--- src/sv/tpaf_pkg.sv ---
// shared types and constants for the triac phase-angle firing block
`timescale 1ns / 1ps
`default_nettype none

package tpaf_pkg;

  // field widths
  localparam int unsigned TIME_W   = 15;
  localparam int unsigned PULSE_W  = 10;
  localparam int unsigned POWER_W  = 7;
  localparam int unsigned PROD_W   = 22;

  // interval window for a valid mains period, exclusive at both ends
  localparam int unsigned PERIOD_LOW     = 17000;
  localparam int unsigned PERIOD_HIGH    = 23000;
  localparam int unsigned FILTER_WEIGHT  = 7;
  localparam int unsigned PRESENT_WINDOW = 200000;
  localparam int unsigned FULL_POWER     = 100;

  // x / 100 as (x * RECIP_100) >> RECIP_SHIFT, exact for x below 2^22
  localparam int unsigned RECIP_100   = 5368710;
  localparam int unsigned RECIP_W     = 23;
  localparam int unsigned RECIP_SHIFT = 29;

  // configuration register indexes
  typedef enum logic [1:0] {
    REG_HALF_CYCLE = 2'd0,
    REG_MIN_DELAY  = 2'd1,
    REG_PULSE      = 2'd2
  } cfg_reg_t;

  // input item as taken from the stream
  typedef struct packed {
    logic [POWER_W-1:0] power;
    logic               enable;
    logic               zcd_edge;
  } tick_raw_t;

  // timing settings the delay path needs
  typedef struct packed {
    logic [TIME_W-1:0] half_cycle;
    logic [TIME_W-1:0] min_delay;
  } delay_cfg_t;

  // item leaving the delay path for the firing core
  typedef struct packed {
    logic              zcd_edge;
    logic              arm;
    logic [TIME_W-1:0] delay;
  } tick_item_t;

endpackage

`default_nettype wire

--- src/sv/tpaf_front.sv ---
// input register and two-stage firing delay computation
`timescale 1ns / 1ps
`default_nettype none

module tpaf_front import tpaf_pkg::*; (
  input  wire logic       clk,
  input  wire logic       rst,
  input  wire logic       in_valid,
  output logic            in_ready,
  input  wire tick_raw_t  in_item,
  input  wire delay_cfg_t cfg,
  output logic            out_valid,
  input  wire logic       out_ready,
  output tick_item_t      out_item
);

  localparam int unsigned QPROD_W = PROD_W + RECIP_W;

  // stage valid bits
  logic v1, v2, v3;
  logic r1, r2, r3;

  // stage one: registered input
  logic               edge1;
  logic               enable1;
  logic [POWER_W-1:0] power1;

  // stage two: scaled product and clamped minimum
  logic               edge2;
  logic               arm2;
  logic [PROD_W-1:0]  prod2;
  logic [TIME_W-1:0]  min2;

  // stage three: finished delay
  logic               edge3;
  logic               arm3;
  logic [TIME_W-1:0]  delay3;

  // combinational terms
  logic [POWER_W-1:0] p_sat;
  logic [POWER_W-1:0] weight;
  logic [TIME_W-1:0]  m_clamp;
  logic [TIME_W-1:0]  span;
  logic [PROD_W-1:0]  prod;
  logic [QPROD_W-1:0] qprod;
  logic [TIME_W-1:0]  quot;

  // stall chain, each stage moves when the next one can take it
  assign r3       = !v3 || out_ready;
  assign r2       = !v2 || r3;
  assign r1       = !v1 || r2;
  assign in_ready = r1;

  always_ff @(posedge clk) begin
    if (rst) begin
      v1 <= 1'b0;
      v2 <= 1'b0;
      v3 <= 1'b0;
    end else begin
      if (r1) v1 <= in_valid;
      if (r2) v2 <= v1;
      if (r3) v3 <= v2;
    end
  end

  // power saturation, minimum clamp and weighted span
  always_comb begin
    p_sat   = (power1 > POWER_W'(FULL_POWER)) ? POWER_W'(FULL_POWER) : power1;
    weight  = POWER_W'(FULL_POWER) - p_sat;
    m_clamp = (cfg.min_delay > cfg.half_cycle) ? cfg.half_cycle : cfg.min_delay;
    span    = cfg.half_cycle - m_clamp;
    prod    = PROD_W'(weight) * PROD_W'(span);
  end

  // divide by one hundred through the reciprocal
  always_comb begin
    qprod = QPROD_W'(prod2) * QPROD_W'(RECIP_100);
    quot  = qprod[RECIP_SHIFT +: TIME_W];
  end

  // payload registers
  always_ff @(posedge clk) begin
    if (r1) begin
      edge1   <= in_item.zcd_edge;
      enable1 <= in_item.enable;
      power1  <= in_item.power;
    end
    if (r2) begin
      edge2 <= edge1;
      arm2  <= enable1 && (power1 != '0);
      prod2 <= prod;
      min2  <= m_clamp;
    end
    if (r3) begin
      edge3  <= edge2;
      arm3   <= arm2;
      delay3 <= quot + min2;
    end
  end

  assign out_valid      = v3;
  assign out_item.zcd_edge = edge3;
  assign out_item.arm   = arm3;
  assign out_item.delay = delay3;

endmodule

`default_nettype wire

--- src/sv/triac_phase_angle_firing.sv ---
// top level of the triac phase-angle firing controller
`timescale 1ns / 1ps
`default_nettype none

// Phase-angle triac firing controller. Each input item is one microsecond
// tick carrying the zero-cross edge flag, enable and power level; each item
// gives exactly one result item with the gate level, the filtered mains
// period and the mains-present flag. One item is taken per clock cycle
// while the result side keeps taking results; each item passes the input
// register, two registered multiply stages for the firing delay, then the
// firing core feeding the output register. A result waiting on the result
// side stalls the whole pipeline back to the input in the same cycle, so no
// item is lost. Configuration is taken on any cycle
// (cfg_ready is always high) and must only change while no item is in flight.
module triac_phase_angle_firing import tpaf_pkg::*; #(
  parameter int unsigned TIMESTAMP_BITS = 32
) (
  input  wire logic        clk,
  input  wire logic        rst,
  // zcd_edge [0], enable [1], power [8:2], zero fill above
  input  wire logic [15:0] s_axis_tdata,
  input  wire logic        s_axis_tvalid,
  output logic             s_axis_tready,
  // gate [0], period_us [15:1], mains_present [16], zero fill above
  output logic [23:0]      m_axis_tdata,
  output logic             m_axis_tvalid,
  input  wire logic        m_axis_tready,
  input  wire logic        cfg_valid,
  output logic             cfg_ready,
  input  wire logic [1:0]  cfg_index,
  input  wire logic [14:0] cfg_data
);

  // configuration registers
  logic [TIME_W-1:0]  half_cycle_us;
  logic [TIME_W-1:0]  min_delay_us;
  logic [PULSE_W-1:0] pulse_us;

  // firing state
  logic [TIMESTAMP_BITS-1:0] tick_time;
  logic [TIMESTAMP_BITS-1:0] last_edge_time;
  logic [TIME_W-1:0]         filtered_period;
  logic [TIME_W-1:0]         firing_delay;
  logic [1:0]                pulses_pending;
  logic [PULSE_W-1:0]        gate_remaining;

  logic [TIMESTAMP_BITS-1:0] last_edge_time_next;
  logic [TIME_W-1:0]         filtered_period_next;
  logic [TIME_W-1:0]         firing_delay_next;
  logic [1:0]                pulses_pending_next;
  logic [PULSE_W-1:0]        gate_remaining_next;

  // output register
  logic              out_gate;
  logic [TIME_W-1:0] out_period;
  logic              out_present;

  // front pipeline link
  tick_raw_t  raw_item;
  delay_cfg_t dcfg;
  tick_item_t fr_item;
  logic       fr_valid;
  logic       core_ready;
  logic       take;

  // core terms
  logic [TIMESTAMP_BITS-1:0] interval;
  logic [TIMESTAMP_BITS-1:0] elapsed;
  logic                      in_range;
  logic [18:0]               blend_sum;
  logic [TIME_W:0]           target;
  logic [PULSE_W-1:0]        gate_count;
  logic                      gate_on;
  logic                      present;

  // configuration write port
  assign cfg_ready = 1'b1;

  always_ff @(posedge clk) begin
    if (rst) begin
      half_cycle_us <= TIME_W'(10000);
      min_delay_us  <= TIME_W'(500);
      pulse_us      <= PULSE_W'(100);
    end else if (cfg_valid) begin
      unique case (cfg_index)
        REG_HALF_CYCLE: half_cycle_us <= cfg_data;
        REG_MIN_DELAY:  min_delay_us  <= cfg_data;
        REG_PULSE:      pulse_us      <= cfg_data[PULSE_W-1:0];
        default: ;
      endcase
    end
  end

  // input unpacking
  assign raw_item.zcd_edge       = s_axis_tdata[0];
  assign raw_item.enable         = s_axis_tdata[1];
  assign raw_item.power          = s_axis_tdata[8:2];
  assign dcfg.half_cycle         = half_cycle_us;
  assign dcfg.min_delay          = min_delay_us;

  tpaf_front u_front (
    .clk       (clk),
    .rst       (rst),
    .in_valid  (s_axis_tvalid),
    .in_ready  (s_axis_tready),
    .in_item   (raw_item),
    .cfg       (dcfg),
    .out_valid (fr_valid),
    .out_ready (core_ready),
    .out_item  (fr_item)
  );

  assign core_ready = !m_axis_tvalid || m_axis_tready;
  assign take       = fr_valid && core_ready;

  // edge handling, pulse start and gate count for one tick
  always_comb begin
    interval  = tick_time - last_edge_time;
    in_range  = (interval > TIMESTAMP_BITS'(PERIOD_LOW)) &&
                (interval < TIMESTAMP_BITS'(PERIOD_HIGH));
    blend_sum = 19'(filtered_period) * 19'(FILTER_WEIGHT) + 19'(interval[TIME_W-1:0]);

    last_edge_time_next  = last_edge_time;
    filtered_period_next = filtered_period;
    firing_delay_next    = firing_delay;
    pulses_pending_next  = pulses_pending;

    if (fr_item.zcd_edge) begin
      last_edge_time_next = tick_time;
      if (in_range) begin
        if (filtered_period == '0) filtered_period_next = interval[TIME_W-1:0];
        else                      filtered_period_next = blend_sum[TIME_W+2:3];
      end
      pulses_pending_next = 2'd0;
      if (fr_item.arm) begin
        firing_delay_next   = fr_item.delay;
        pulses_pending_next = 2'd2;
      end
    end

    elapsed = fr_item.zcd_edge ? '0 : interval;

    // second pulse sits one half cycle after the first
    target = (TIME_W+1)'(firing_delay_next) +
             ((pulses_pending_next == 2'd1) ? (TIME_W+1)'(half_cycle_us) : '0);

    gate_count = gate_remaining;
    if (gate_remaining == '0 && pulses_pending_next != 2'd0 &&
        elapsed >= TIMESTAMP_BITS'(target)) begin
      gate_count          = pulse_us;
      pulses_pending_next = pulses_pending_next - 2'd1;
    end

    gate_on             = gate_count != '0;
    present             = (filtered_period_next != '0) &&
                          (elapsed < TIMESTAMP_BITS'(PRESENT_WINDOW));
    gate_remaining_next = gate_on ? gate_count - PULSE_W'(1) : '0;
  end

  // state registers
  always_ff @(posedge clk) begin
    if (rst) begin
      tick_time       <= '0;
      last_edge_time  <= '0;
      filtered_period <= '0;
      firing_delay    <= '0;
      pulses_pending  <= 2'd0;
      gate_remaining  <= '0;
    end else if (take) begin
      tick_time       <= tick_time + TIMESTAMP_BITS'(1);
      last_edge_time  <= last_edge_time_next;
      filtered_period <= filtered_period_next;
      firing_delay    <= firing_delay_next;
      pulses_pending  <= pulses_pending_next;
      gate_remaining  <= gate_remaining_next;
    end
  end

  // result register
  always_ff @(posedge clk) begin
    if (rst) begin
      m_axis_tvalid <= 1'b0;
    end else if (take) begin
      m_axis_tvalid <= 1'b1;
    end else if (m_axis_tready) begin
      m_axis_tvalid <= 1'b0;
    end
  end

  always_ff @(posedge clk) begin
    if (take) begin
      out_gate    <= gate_on;
      out_period  <= filtered_period_next;
      out_present <= present;
    end
  end

  assign m_axis_tdata = {7'd0, out_present, out_period, out_gate};

  // at most two pulses are ever armed
  a_pending_range: assert property (@(posedge clk) disable iff (rst)
    pulses_pending != 2'd3)
    else $error("pulse count out of range");

  // a known period always lies inside the accepted window
  a_period_window: assert property (@(posedge clk) disable iff (rst)
    filtered_period == '0 ||
    (filtered_period > TIME_W'(PERIOD_LOW) && filtered_period < TIME_W'(PERIOD_HIGH)))
    else $error("filtered period outside window");

  // each consumed item advances time by one tick
  a_tick_advance: assert property (@(posedge clk) disable iff (rst)
    take |=> tick_time == $past(tick_time) + TIMESTAMP_BITS'(1))
    else $error("tick time did not advance");

  // a consumed item always leaves a result waiting
  a_result_valid: assert property (@(posedge clk) disable iff (rst)
    take |=> m_axis_tvalid)
    else $error("result lost");

endmodule

`default_nettype wire
--- config.mk ---
export PLATFORM = sky130hd
export DESIGN_NAME = triac_phase_angle_firing
export DESIGN_NICKNAME = d
export VERILOG_FILES = /design/src/sv/tpaf_pkg.sv /design/src/sv/tpaf_front.sv /design/src/sv/triac_phase_angle_firing.sv
export SDC_FILE = /design/constraint.sdc
export NUM_CORES = 2
export LEC_CHECK = 0
export BUFFER_PORTS_ARGS = -buffer_cell sky130_fd_sc_hd__buf_2
export CORE_MARGIN = 2
export CORE_UTILIZATION = 41
export DETAILED_ROUTE_END_ITERATION = 12
export PLACE_DENSITY = 0.59
export SLEW_MARGIN = 5
export SYNTH_ARGS = -nofsm -noshare
export SYNTH_HDL_FRONTEND = slang
export SYNTH_SLANG_ARGS = --single-unit
--- constraint.sdc ---
create_clock -name clk -period 10.8 [get_ports clk]
set_input_delay 1.08 -clock clk [delete_from_list [all_inputs] [get_ports clk]]
set_output_delay 1.08 -clock clk [all_outputs]
set_load 0.01 [all_outputs]
==> impl_metrics.env <==
export IMPL_cts_buffer_depth=3
export IMPL_drt_iter0_drc=978
export IMPL_synth_area_mux_share=0.0166
export IMPL_rrSetupSlack_ns=1.59
export IMPL_reg2reg_depth=34
export IMPL_skew_ns=0.0238
export IMPL_fin_cells=3842
export IMPL_critPathSlowestCell="edfxtp_1"
export IMPL_hold_viol_final=0
export IMPL_crit_arrival_ns=9.51
export IMPL_cts_resized=0
export IMPL_worstMarginPinSlew_ns=1.04
export IMPL_routed_via_density=5.16
export IMPL_slew_headroom=0.306
export IMPL_synth_top_area_frac=0.204
export IMPL_ys_seq_area_frac=0.205
export IMPL_ios=65
export IMPL_holdPathStages=0
export IMPL_rows=93
export IMPL_dr_max_layer_used="met5"
export IMPL_synth_async_reset_ratio=0
export IMPL_syn_avg_cell_area_um2=9.06
export IMPL_outcome="finished clean"
export IMPL_worstPathRequired_ns=11.10
export IMPL_final_common_cell="inv_1"
export IMPL_wl_met1_um=29000
export IMPL_synth_cell_type_count=92
export IMPL_utilization=0.446
export IMPL_mappedNetlistArea_um2=26600
export IMPL_cp_start_kind="flip-flop"
export IMPL_clk_pin_slew_ns=0.07
export IMPL_worstSetupEndpointType="flip-flop"
export IMPL_syn_to_final_growth_pct=7.62
export IMPL_synth_warnings=0
export IMPL_clock_fmax_mhz=109
export IMPL_antenna_found_initial=2
export IMPL_grt_start_max_net_pins=83
export IMPL_fin_crit_ns=9.21
export IMPL_synth_compound_area_frac=0.119
export IMPL_wl_per_cell_um=16.2
export IMPL_numPortBuffers=49
export IMPL_vias=19800
export IMPL_fin_tns_setup_ns=0
export IMPL_clk_latency_ns=0.58
export IMPL_critPathMaxFanout=8
export IMPL_grt_overflow_total=0
export IMPL_htree_levels=1
export IMPL_synth_xor_area_frac=0.0457
export IMPL_fin_crit_sh=0.853
export IMPL_dieArea_um2=67000
export IMPL_cpPeakStageDelay_ns=0.62
export IMPL_chipWidth_um=259
export IMPL_synth_simple_gate_area_frac=0.132
export IMPL_core_um2=64300
export IMPL_cts_tree="yes"
export IMPL_cts_sinks=232
export IMPL_synth_top_family_by_area="adder cells"
export IMPL_start_util=0.414
export IMPL_hold_path_class="flip-flop to flip-flop"
export IMPL_grt_pass1_wl_um=103000
export IMPL_dr_pass1_iters=6
export IMPL_cts_buffers=26
export IMPL_gp_congestion=0.918
export IMPL_rsz0062_at_grt="false"
export IMPL_ys_ff_latch=232
export IMPL_route_met2_wl_um=29300
export IMPL_worstSetupPathType="flip-flop to flip-flop"
export IMPL_synth_edf_count=82
export IMPL_synth_fa_ha_area_frac=0.397
export IMPL_postCtsSetupBuffers=0
export IMPL_grt_pass1_vias=20300
export IMPL_synthFlopType="dfxtp_1"
export IMPL_grt_total_usage=0.189
export IMPL_synth_area_leaders="fa_1 (20%), ha_1 (19%), dfxtp_1 (11%)"
export IMPL_dp_cells=3793
export IMPL_yosys_area_top_type="fa_1"
export IMPL_cap_violations=0
export IMPL_antenna_left=0
export IMPL_root_buffer="clkbuf_16"
export IMPL_wl_met3_um=2430
export IMPL_hold_buffers=0
export IMPL_nNetsFinal=3685
export IMPL_syn_inst=2942
export IMPL_drive_above_1_share=0.0579
export IMPL_wl_um=62200
export IMPL_die_y_um=259
export IMPL_layout_common_cells="inv_1 (503), ha_1 (409), nand2_1 (304)"
export IMPL_dp_hpwl_um=50800
export IMPL_drcViolationCount=0
export IMPL_drv_slew=0
export IMPL_setup_violations=0
## routing by layer
metal,global-route usage,vias to the layer above
li1,-,9740
met1,0.260,9688
met2,0.317,320
met3,0.0198,75
met4,0.0501,2
met5,0,-
## cell type report
cell class,count,area [um2]
well taps,855,1070
multi-input cells,2135,19000
repair buffers,65,368
clock buffers,29,662
clock inverters,19,243
diodes,1,2.50
flip-flops and latches,232,5470
fillers,6237,35700
inverters,506,1900
## worst max-delay path, delay by kind of cell (launching register included)
family                     cells  cell delay [ns]
and+or+nand+nor                1             0.12
xor gates and xnor gates       3             0.38
DFF                            1             0.62
AOI/OAI and AO/OA             16             3.25
adders and majority gates     10             4.34
buffers and inverters          4             0.26
## cells by family after synthesis
family | count (synthesis)
simple gates | 768
buf+inv | 581
compound gates | 499
xor+xnor | 139
fa+ha+maj | 683
flops | 232
other cells | 2
mux | 38
## synthesized netlist by cell type (all sizes together) (9+ instances only)
cell type / n
nand2b: 30
clkbuf: 55
fa: 272
dfxtp: 150
and2: 25
nand4: 16
ha: 409
a21o: 36
xnor2: 83
nor2b: 21
a211oi: 17
mux2: 29
edfxtp: 82
nand3b: 13
a31oi: 13
a21oi: 216
a21boi: 14
mux2i: 9
o21bai: 31
o21ai: 76
o21a: 16
nor2: 208
or2: 11
inv: 503
and3: 25
o211ai: 13
a211o: 12
nand3: 37
nor3: 38
buf: 20
nand2: 305
xor2: 56
or3: 16
## path summary, 6_finish.rpt
check,start,endpoint
setup reg to reg,u_front.prod2[4],u_front.delay3[14]
hold reg to reg,u_front.edge2,u_front.edge3
hold / removal,u_front.edge2,u_front.edge3
setup / recovery,u_front.prod2[4],u_front.delay3[14]
## per-stage QoR
stage	hold WS (ns)	worst slack (ns)	area (um2)
floorplan	0.400	2.53	26700
detailed placement	0.411	1.61	27800
finish	0.420	1.59	28700
global route	0.444	1.00	28700
CTS	0.422	1.56	28700
global placement	0.403	1.65	27800
## flip-flops by register name, summed over array words and instances (netlist names), 2 cells and up
signal	count
last_edge_time	32
pulse_us	10
firing_delay	15
u_front.prod2	22
out_period	15
tick_time	32
min_delay_us	15
gate_remaining	10
u_front.power1	7
filtered_period	15
u_front.delay3	15
pulses_pending	2
u_front.min2	15
half_cycle_us	15
Power is not shown: default switching activity piles up to over one toggle a cycle in this logic, so the estimate is an artifact.
